<file path="src/bnfa_pkg.sv">
// Package for the bitmap next-fit slot allocator.
// Widths, codes, payload types and controller/datapath link structs.
// No dependencies.
`timescale 1ns / 1ps

package bnfa_pkg;

  // Built depth of the used map and derived widths
  localparam int MAX_SLOTS = 256;
  localparam int SLOT_W    = $clog2(MAX_SLOTS);
  localparam int CNT_W     = SLOT_W + 1;
  localparam int MOD_CNT_W = (SLOT_W > 1) ? $clog2(SLOT_W) : 1;

  // Scan group: slots examined per search cycle
  localparam int GRP   = 16;
  localparam int GRP_W = $clog2(GRP);

  // Field widths
  localparam int CMD_W    = 1;
  localparam int IN_SLOT_W = 8;
  localparam int STATUS_W = 3;
  localparam int ADDR_W   = 28;
  localparam int NUM_W    = 9;
  localparam int SIZE_W   = 21;
  localparam int OFFS_W   = 20;
  localparam int PROD_W   = SLOT_W + SIZE_W;

  // Configuration port
  localparam int CFG_IDX_W  = 2;
  localparam int CFG_DATA_W = 21;

  localparam logic [NUM_W-1:0]  RST_NUM_SLOTS   = NUM_W'(256);
  localparam logic [SIZE_W-1:0] RST_SLOT_BYTES  = SIZE_W'(4096);
  localparam logic [OFFS_W-1:0] RST_BASE_OFFSET = '0;

  typedef enum logic [CFG_IDX_W-1:0] {
    CFG_ENABLED     = 2'd0,
    CFG_NUM_SLOTS   = 2'd1,
    CFG_SLOT_BYTES  = 2'd2,
    CFG_BASE_OFFSET = 2'd3
  } cfg_idx_t;

  typedef enum logic [STATUS_W-1:0] {
    ST_OK       = 3'd0,
    ST_DISABLED = 3'd1,
    ST_FULL     = 3'd2,
    ST_WAS_FREE = 3'd3,
    ST_INVALID  = 3'd4
  } status_t;

  typedef enum logic [CMD_W-1:0] {
    CMD_ALLOC = 1'b0,
    CMD_FREE  = 1'b1
  } cmd_t;

  typedef enum logic [2:0] {
    S_IDLE,
    S_MODULO,
    S_SCAN,
    S_MULT,
    S_FINISH
  } state_t;

  typedef struct packed {
    logic [CMD_W-1:0]     cmd;
    logic [IN_SLOT_W-1:0] slot;
  } in_t;

  typedef struct packed {
    logic [STATUS_W-1:0]  status;
    logic [IN_SLOT_W-1:0] granted_slot;
    logic [ADDR_W-1:0]    slot_address;
    logic [SIZE_W-1:0]    block_size;
  } out_t;

  typedef struct packed {
    logic              enabled;
    logic [NUM_W-1:0]  num_slots;
    logic [SIZE_W-1:0] slot_bytes;
    logic [OFFS_W-1:0] base_offset;
  } cfg_t;

  // Controller -> datapath
  typedef struct packed {
    logic accept;
    logic mod_step;
    logic scan_step;
    logic mult;
    logic finish;
  } ctrl_cmd_t;

  // Datapath -> controller
  typedef struct packed {
    logic is_free;
    logic enabled;
    logic cnt_zero;
    logic stale;
    logic mod_last;
    logic found;
    logic exhausted;
    logic out_room;
  } dp_stat_t;

endpackage

</file>
<file path="src/bnfa_cfg.sv">
// Configuration register file for the slot allocator.
// Depends on bnfa_pkg.
`timescale 1ns / 1ps

module bnfa_cfg (
  input  logic                          clk,
  input  logic                          rst_n,
  input  logic                          cfg_we,
  input  logic [bnfa_pkg::CFG_IDX_W-1:0]  cfg_idx,
  input  logic [bnfa_pkg::CFG_DATA_W-1:0] cfg_wdata,
  output bnfa_pkg::cfg_t                cfg
);
  import bnfa_pkg::*;

  cfg_t cfg_r;

  always_ff @(posedge clk) begin
    if (!rst_n) begin
      cfg_r.enabled     <= 1'b1;
      cfg_r.num_slots   <= RST_NUM_SLOTS;
      cfg_r.slot_bytes  <= RST_SLOT_BYTES;
      cfg_r.base_offset <= RST_BASE_OFFSET;
    end else if (cfg_we) begin
      case (cfg_idx_t'(cfg_idx))
        CFG_ENABLED:     cfg_r.enabled     <= cfg_wdata[0];
        CFG_NUM_SLOTS:   cfg_r.num_slots   <= cfg_wdata[NUM_W-1:0];
        CFG_SLOT_BYTES:  cfg_r.slot_bytes  <= cfg_wdata[SIZE_W-1:0];
        CFG_BASE_OFFSET: cfg_r.base_offset <= cfg_wdata[OFFS_W-1:0];
        default: ;
      endcase
    end
  end

  assign cfg = cfg_r;

endmodule

</file>
<file path="src/bnfa_ctrl.sv">
// Controller state machine for the slot allocator.
// Sequences accept, pointer reduction, group scan, address multiply and result load.
// Depends on bnfa_pkg.
`timescale 1ns / 1ps

module bnfa_ctrl (
  input  logic                 clk,
  input  logic                 rst_n,
  input  logic                 in_valid,
  output logic                 in_stall,
  input  bnfa_pkg::dp_stat_t   stat,
  output bnfa_pkg::ctrl_cmd_t  cmd
);
  import bnfa_pkg::*;

  state_t state_r, state_nxt;

  always_ff @(posedge clk) begin
    if (!rst_n) begin
      state_r <= S_IDLE;
    end else begin
      state_r <= state_nxt;
    end
  end

  always_comb begin
    state_nxt = state_r;
    case (state_r)
      S_IDLE: begin
        if (in_valid) begin
          if (stat.is_free || !stat.enabled || stat.cnt_zero) begin
            state_nxt = S_FINISH;
          end else if (stat.stale) begin
            state_nxt = S_MODULO;
          end else begin
            state_nxt = S_SCAN;
          end
        end
      end
      S_MODULO: begin
        if (stat.mod_last) state_nxt = S_SCAN;
      end
      S_SCAN: begin
        if (stat.found) begin
          state_nxt = S_MULT;
        end else if (stat.exhausted) begin
          state_nxt = S_FINISH;
        end
      end
      S_MULT:   state_nxt = S_FINISH;
      S_FINISH: begin
        if (stat.out_room) state_nxt = S_IDLE;
      end
      default:  state_nxt = S_IDLE;
    endcase
  end

  always_comb begin
    in_stall      = (state_r != S_IDLE);
    cmd.accept    = (state_r == S_IDLE) && in_valid;
    cmd.mod_step  = (state_r == S_MODULO);
    cmd.scan_step = (state_r == S_SCAN);
    cmd.mult      = (state_r == S_MULT);
    cmd.finish    = (state_r == S_FINISH) && stat.out_room;
  end

endmodule

</file>
<file path="src/bnfa_dp.sv">
// Datapath for the slot allocator: used map, next-fit pointer, pointer
// modulo unit, group scan, address multiply and output register.
// Depends on bnfa_pkg.
`timescale 1ns / 1ps

module bnfa_dp (
  input  logic                 clk,
  input  logic                 rst_n,
  input  bnfa_pkg::cfg_t       cfg,
  input  bnfa_pkg::in_t        in_data,
  input  bnfa_pkg::ctrl_cmd_t  cmd,
  output bnfa_pkg::dp_stat_t   stat,
  output logic                 out_valid,
  input  logic                 out_stall,
  output bnfa_pkg::out_t       out_data
);
  import bnfa_pkg::*;

  logic [MAX_SLOTS-1:0] used_r;
  logic [SLOT_W-1:0]    search_start_r;

  logic [SLOT_W-1:0]    mshift_r;
  logic [SLOT_W-1:0]    rem_r;
  logic [MOD_CNT_W-1:0] mod_cnt_r;

  logic [CNT_W-1:0]     cursor_r;
  logic [CNT_W-1:0]     start_r;
  logic [CNT_W-1:0]     limit_r;
  logic                 phase_r;

  status_t              status_r;
  logic                 grant_r;
  logic [SLOT_W-1:0]    gslot_r;
  logic [PROD_W-1:0]    prod_r;

  logic                 out_valid_r;
  out_t                 out_r;

  logic [CNT_W-1:0]     n_live;
  logic [SLOT_W-1:0]    free_idx;
  logic                 free_range_bad;
  logic [CNT_W-1:0]     mod_t;
  logic [SLOT_W-1:0]    rem_nxt;

  logic [CNT_W-1:0]     grp_base;
  logic [GRP-1:0]       cand;
  logic [GRP_W-1:0]     hit;
  logic [SLOT_W-1:0]    found_idx;
  logic [CNT_W-1:0]     cursor_nxt;
  logic [CNT_W-1:0]     idx_inc;
  logic [ADDR_W-1:0]    addr_sum;

  // Slot count in effect is capped at the built depth
  assign n_live = (32'(cfg.num_slots) > 32'(MAX_SLOTS)) ? CNT_W'(MAX_SLOTS)
                                                         : CNT_W'(cfg.num_slots);

  assign free_idx       = SLOT_W'(in_data.slot);
  assign free_range_bad = (32'(in_data.slot) >= 32'(n_live));

  // One quotient bit per cycle: remainder of the stale pointer by the count
  assign mod_t   = {rem_r, mshift_r[SLOT_W-1]};
  assign rem_nxt = (mod_t >= n_live) ? SLOT_W'(mod_t - n_live) : SLOT_W'(mod_t);

  // Group scan: free slots in [cursor, limit) inside the cursor's group
  assign grp_base = {cursor_r[CNT_W-1:GRP_W], {GRP_W{1'b0}}};

  always_comb begin
    logic [CNT_W-1:0] idx_c;
    for (int j = 0; j < GRP; j++) begin
      idx_c   = grp_base + CNT_W'(j);
      cand[j] = (idx_c >= cursor_r) && (idx_c < limit_r) && !used_r[SLOT_W'(idx_c)];
    end
  end

  always_comb begin
    hit = '0;
    for (int j = GRP - 1; j >= 0; j--) begin
      if (cand[j]) hit = GRP_W'(j);
    end
  end

  assign found_idx  = SLOT_W'(grp_base + CNT_W'(hit));
  assign cursor_nxt = grp_base + CNT_W'(GRP);
  assign idx_inc    = CNT_W'(found_idx) + CNT_W'(1);
  assign addr_sum   = ADDR_W'(prod_r) + ADDR_W'(cfg.base_offset);

  always_comb begin
    stat.is_free   = (in_data.cmd == CMD_FREE);
    stat.enabled   = cfg.enabled;
    stat.cnt_zero  = (n_live == '0);
    stat.stale     = ({1'b0, search_start_r} >= n_live);
    stat.mod_last  = (mod_cnt_r == MOD_CNT_W'(SLOT_W - 1));
    stat.found     = |cand;
    stat.exhausted = !(|cand) && (cursor_nxt >= limit_r) && phase_r;
    stat.out_room  = !out_valid_r || !out_stall;
  end

  // Control state: used map, pointer, output valid
  always_ff @(posedge clk) begin
    if (!rst_n) begin
      used_r         <= '0;
      search_start_r <= '0;
      out_valid_r    <= 1'b0;
    end else begin
      if (cmd.accept && stat.is_free && !free_range_bad) begin
        used_r[free_idx] <= 1'b0;
      end
      if (cmd.scan_step && stat.found) begin
        used_r[found_idx] <= 1'b1;
        search_start_r    <= (idx_inc == n_live) ? '0 : SLOT_W'(idx_inc);
      end
      if (cmd.finish) begin
        out_valid_r <= 1'b1;
      end else if (!out_stall) begin
        out_valid_r <= 1'b0;
      end
    end
  end

  // Working registers of the current command
  always_ff @(posedge clk) begin
    if (cmd.accept) begin
      grant_r   <= 1'b0;
      mshift_r  <= search_start_r;
      rem_r     <= '0;
      mod_cnt_r <= '0;
      cursor_r  <= {1'b0, search_start_r};
      start_r   <= {1'b0, search_start_r};
      limit_r   <= n_live;
      phase_r   <= 1'b0;
      if (stat.is_free) begin
        if (free_range_bad) begin
          status_r <= ST_INVALID;
        end else if (!used_r[free_idx]) begin
          status_r <= ST_WAS_FREE;
        end else begin
          status_r <= ST_OK;
        end
      end else begin
        status_r <= cfg.enabled ? ST_FULL : ST_DISABLED;
      end
    end

    if (cmd.mod_step) begin
      rem_r     <= rem_nxt;
      mshift_r  <= {mshift_r[SLOT_W-2:0], 1'b0};
      mod_cnt_r <= mod_cnt_r + MOD_CNT_W'(1);
      if (stat.mod_last) begin
        cursor_r <= {1'b0, rem_nxt};
        start_r  <= {1'b0, rem_nxt};
      end
    end

    if (cmd.scan_step) begin
      if (stat.found) begin
        gslot_r  <= found_idx;
        grant_r  <= 1'b1;
        status_r <= ST_OK;
      end else if (cursor_nxt >= limit_r) begin
        // first pass done: wrap to the slots below the start point
        phase_r  <= 1'b1;
        cursor_r <= '0;
        limit_r  <= start_r;
      end else begin
        cursor_r <= cursor_nxt;
      end
    end

    if (cmd.mult) begin
      prod_r <= PROD_W'(gslot_r) * PROD_W'(cfg.slot_bytes);
    end

    if (cmd.finish) begin
      out_r.status <= status_r;
      if (grant_r) begin
        out_r.granted_slot <= IN_SLOT_W'(gslot_r);
        out_r.slot_address <= addr_sum;
        out_r.block_size   <= cfg.slot_bytes;
      end else begin
        out_r.granted_slot <= '0;
        out_r.slot_address <= '0;
        out_r.block_size   <= '0;
      end
    end
  end

  assign out_valid = out_valid_r;
  assign out_data  = out_r;

endmodule

</file>
<file path="src/bitmap_next_fit_slot_allocator.sv">
// Top level of the bitmap next-fit slot allocator.
// Instantiates bnfa_cfg, bnfa_ctrl and bnfa_dp; depends on bnfa_pkg.
//
//   channel  ports                           direction  transfer when
//   in       in_valid, in_stall, in_data     input      in_valid && !in_stall
//   out      out_valid, out_stall, out_data  output     out_valid && !out_stall
//   cfg      cfg_we, cfg_idx, cfg_wdata      input      cfg_we
//
// One command at a time. Free, disabled and zero-count allocate go from accept
// straight to the result load. Allocate: accept, then the group scan (16 slots
// per cycle), then a multiply when a slot is granted, then the result load; a
// pointer left beyond a lowered count adds a bit-serial remainder before the
// scan. Synchronous active-low reset clears the used map and the pointer. A stalled
// result holds in the output register while the next command is accepted; the
// next result load waits until that register drains.
`timescale 1ns / 1ps

module bitmap_next_fit_slot_allocator (
  input  logic                            clk,
  input  logic                            rst_n,
  input  logic                            in_valid,
  output logic                            in_stall,
  input  bnfa_pkg::in_t                   in_data,
  output logic                            out_valid,
  input  logic                            out_stall,
  output bnfa_pkg::out_t                  out_data,
  input  logic                            cfg_we,
  input  logic [bnfa_pkg::CFG_IDX_W-1:0]  cfg_idx,
  input  logic [bnfa_pkg::CFG_DATA_W-1:0] cfg_wdata
);
  import bnfa_pkg::*;

  cfg_t      cfg;
  ctrl_cmd_t cmd;
  dp_stat_t  stat;

  bnfa_cfg u_cfg (
    .clk       (clk),
    .rst_n     (rst_n),
    .cfg_we    (cfg_we),
    .cfg_idx   (cfg_idx),
    .cfg_wdata (cfg_wdata),
    .cfg       (cfg)
  );

  bnfa_ctrl u_ctrl (
    .clk      (clk),
    .rst_n    (rst_n),
    .in_valid (in_valid),
    .in_stall (in_stall),
    .stat     (stat),
    .cmd      (cmd)
  );

  bnfa_dp u_dp (
    .clk       (clk),
    .rst_n     (rst_n),
    .cfg       (cfg),
    .in_data   (in_data),
    .cmd       (cmd),
    .stat      (stat),
    .out_valid (out_valid),
    .out_stall (out_stall),
    .out_data  (out_data)
  );

endmodule

</file>
<file path="config.mk">
export PLATFORM = sky130hd
export DESIGN_NAME = bitmap_next_fit_slot_allocator
export DESIGN_NICKNAME = d
export VERILOG_FILES = /design/src/bnfa_pkg.sv /design/src/bnfa_cfg.sv /design/src/bnfa_ctrl.sv /design/src/bnfa_dp.sv /design/src/bitmap_next_fit_slot_allocator.sv
export SDC_FILE = /design/constraint.sdc
export NUM_CORES = 2
export LEC_CHECK = 0
export ABC_CLOCK_PERIOD_IN_PS = 11100
export BUFFER_PORTS_ARGS = -buffer_cell sky130_fd_sc_hd__clkbuf_2
export CORE_ASPECT_RATIO = 2
export CORE_MARGIN = 4
export CORE_UTILIZATION = 69
export CTS_CLUSTER_DIAMETER = 200
export DETAILED_ROUTE_END_ITERATION = 8
export PLACE_DENSITY = 0.87
export SETUP_SLACK_MARGIN = 0.02
export SYNTH_ARGS = -nofsm -noshare
export SYNTH_HDL_FRONTEND = slang
export SYNTH_SLANG_ARGS = --single-unit
</file>
<file path="constraint.sdc">
create_clock -name clk -period 11.1 [get_ports clk]
set_clock_uncertainty 0.2 [all_clocks]
set_input_delay 0.555 -clock clk [delete_from_list [all_inputs] [get_ports clk]]
set_output_delay 0.555 -clock clk [all_outputs]
set_load 0.02 [all_outputs]
</file>
==> run metrics <==
total power 4.32 mW; Worst Reg-to-Reg Cells 15; hold_buf cts 0; synthesized area 30100 um2; Worst Hold Slack 57.4 ps; Vias/cell 7.24; # resized after CTS 0; Top Ports 99; Worst Hold Launch cfg_wdata[18]; Rel. slew slack -3.23%; Mapped Nets 3443; crit-path max FO 33; Reg-to-Reg End u_dp.search_start_r[3]; synthesized flop and latch total 466; worst r2r src u_dp.cursor_r[4]; r2r setup slk 4510 ps; maximum vdd drop 0.157 mV; Die Area 47200 um2; Reg power frac 43.7%; Core Box Area 43200 um2; Fmax achieved 0.152 GHz; asr flop ratio synth 0%; area delta synth->final 6.65%; initial antenna violation count 8; register area share after synthesis 34.8%; Internal 2.94 mW; type of the worst setup path reg2reg; Stages on worst setup path 15; Sw Share 32.0%; number of synthesized flops with an enable pin 114; clk sink count 466; Port-buffer cells 98; CP arrival 6830 ps; P_sw 1.38 mW; die span in x 156 um; largest cells by area after synthesis dfxtp_1, edfxtp_1, mux4_2; Ys Warns 0; Yosys top cell by area dfxtp_1; crit path launch type flip-flop; RSZ-0062 raised after global routing no; Hold/Removal Path Class in2reg; vias in the first global route 27386; Num CTS Buffers 43; vias 26838; Setup crit end kind flip-flop; Top FF cell, synth dfxtp_1; max_cap viols 1; nets 3380; failing checks max-capacitance violations, max-slew violations; crit path from u_dp.cursor_r[4]; CP Cell Sequence buf_4 -> mux4_2 -> a32oi_1 -> and3_1 -> nand3_1 -> and3_1 -> o21ai_0 -> a21oi_1 -> inv_1 -> ha_1 -> and2_1 -> nor4b_2 -> o2111ai_1 -> nor4_4 -> o31ai_1; Avg Inst Size Synth 9.47 um2; largest net degree at the start of global routing 131; M1 wire length 30700 um; gr usage total 48.3%; Clock Path Buffers 3; H-tree levels 2; WL met2 54900 um; Mapped Cells 3178; LEAKAGE 12.1 nW; Die H 303 um; Max Used Layer met4; Buf/Inv on CP 2; metal3 WL 10700 um; fin util 74.3%; clock share of power 36.8%; GPL Wtd Cong 1.07; endpoints failing setup 0; post-synth top area share 23.4%; required time worst endpoint 11340 ps; Post-DRT Antenna Nets 0; DRT iter0 DRCs 3600; CP max stage delay 790 ps; total gr overflow 0; CP dominant cell by count and3_1; first-pass GRT wire length 169000 um; drt wl/cell 30.9 um; Worst Setup EP u_dp.search_start_r[3]; post-CTS setup buffers 0; Final Cycle Share 59.4%; Sum Neg Setup Slack 0 ps; Clock transition at path regs 70 ps; DRC Markers 0; TritonCTS clock tree built; initial core utilization 69.6%; # fillers 3022; worst-margin pin slew 1550 ps; # rows 108; Final Hold Viols 0; Pwr per Cell Area 134 nW/um2; HPWL Detailed 82200 um; Critical-path top delay cell and2_1; CP top delay family simple AND/OR/NAND/NOR gates; Netlist cell types 90; Gate power share 19.5%; fin. max-slew vios 17; Pre-antenna DRT Iters 8; final WL 114000 um; outcome complete, but fails checks; Final Critical Period 6590 ps; CTS root buf clkbuf_16; Worst-Skew Late Latency 610 ps; layout cell share with drive strength beyond 1 12.5%
[sequential cells by signal, indices dropped and copies added, names as in the netlist]
register / cells
u_ctrl.state_r: 3
u_dp.cursor_r: 9
u_dp.rem_r: 8
u_dp.mshift_r: 8
u_dp.search_start_r: 8
u_cfg.cfg: 51
u_dp.used_r: 256
u_dp.out_valid: 1
u_dp.out_data: 60
u_dp.start_r: 9
u_dp.prod_r: 28
u_dp.mod_cnt_r: 3
u_dp.gslot_r: 8
u_dp.limit_r: 9
u_dp.phase_r: 1
u_dp.status_r: 3
u_dp.grant_r: 1
[final cells by class]
class                      count  area, um2  area share (%)
antenna                        8       20.0          0.0623
clock buffer                  52       1150            3.58
clock inverter                26        317           0.986
inverter                     150        563            1.75
multi-input combinational   2321      18100            56.5
sequential                   466      10500            32.6
tap                          550        688            2.14
timing repair buffer         133        762            2.37
[per-layer routing]
layer  vias to the layer above  GRT usage, %
met4                         0          55.1
met3                       940          11.7
li1                      11031             -
met5                         -         0.529
met2                      2140          81.1
met1                     12727          43.8
[cells in the mapped netlist, types with 5 or more instances]
master and instances:
dfxtp_1 352, nand4_1 7, and2_1 139, o21ai_0 326, inv_1 149, a22o_1 9, clkbuf_1 202, or3_1 16
mux2_2 5, buf_1 12, o21a_1 8, o31ai_1 21, nand2_1 554, a21boi_0 290, mux2i_1 20, ha_1 113
nand3_1 53, nor2b_1 32, a21boi_1 18, mux4_2 144, nor3b_1 9, or2_2 6, and3_1 25, a211oi_1 10
xnor2_1 37, edfxtp_1 114, nor3_1 24, fa_1 115, a21oi_1 65, a221oi_1 6, xor2_1 16, buf_2 17
a31oi_1 7, a22oi_1 12, o21bai_1 10, o2111ai_1 12, nand2b_1 18, nor4_1 11, nor2_1 84, a21o_1 25
[worst min-delay path: cells and delay by family]
kind	cells	cell delay, ps
AND/OR/NAND/NOR	1	50
AO/OA/AOI/OAI	1	60
buffers and inverters	1	100
[power by group through the flow]
stage	clock [mW]	sequential (mW)	combinational [mW]
global route	1.64	1.89	0.886
floorplan	0	1.88	0.541
CTS	1.58	1.88	0.811
finish	1.59	1.89	0.844
global placement	0	1.91	0.787
detailed placement	0	1.92	0.803
[how the worst min path moves through the flow]
stage          depth (start not counted)           endpoint  slack (ps)
2_1_floorplan                          0  u_dp.out_data[59]         210
3_3_place_gp                           0  u_dp.out_data[57]         220
3_5_place_dp                           0  u_dp.out_data[59]         240
4_1_cts                                3      u_cfg.cfg[18]          40
5_1_grt                                3      u_cfg.cfg[10]          70
6_report                               3      u_cfg.cfg[18]          60
[kinds of logic after synthesis]
group	synth area share, %
muxes	11.7
buffers and inverters	5.24
AOI/OAI and AO/OA	18.7
adders and majority gates	12.3
xor gates and xnor gates	1.70
DFF	34.8
and+or+nand+nor	15.6
[placed cells by master, fill, tap and decap left out, types with 9 or more instances in the layout]
cell type and n:
dfxtp_1 349, clkbuf_16 44, a22oi_1 12, and3_1 25, edfxtp_1 114, mux4_2 144, a21boi_0 290, o31ai_1 21
o21bai_1 10, a21boi_1 18, nor2_1 84, nand2b_1 18, mux2i_1 20, nand3_1 53, xor2_1 16, nor4_1 11
xnor2_1 37, clkinv_2 12, nor3_1 24, nor2b_1 32, nand2_1 554, or3_1 16, and2_1 139, a22o_1 9
a211oi_1 10, buf_4 36, fa_1 115, ha_1 113, inv_1 149, o21ai_0 322, a21oi_1 63, a21o_1 25
clkbuf_2 95
[metrics by stage]
step / std cells / worst slack [ps] / instance area [um2]
after global placement: 3619 / 4750 / 30600
final: 3706 / 4510 / 32100
after detailed placement: 3619 / 4700 / 30600
after global routing: 3699 / 4170 / 32100
after floorplan: 3178 / 5490 / 30100
after CTS: 3697 / 4650 / 32100
Power figures use the tool's default switching activity.
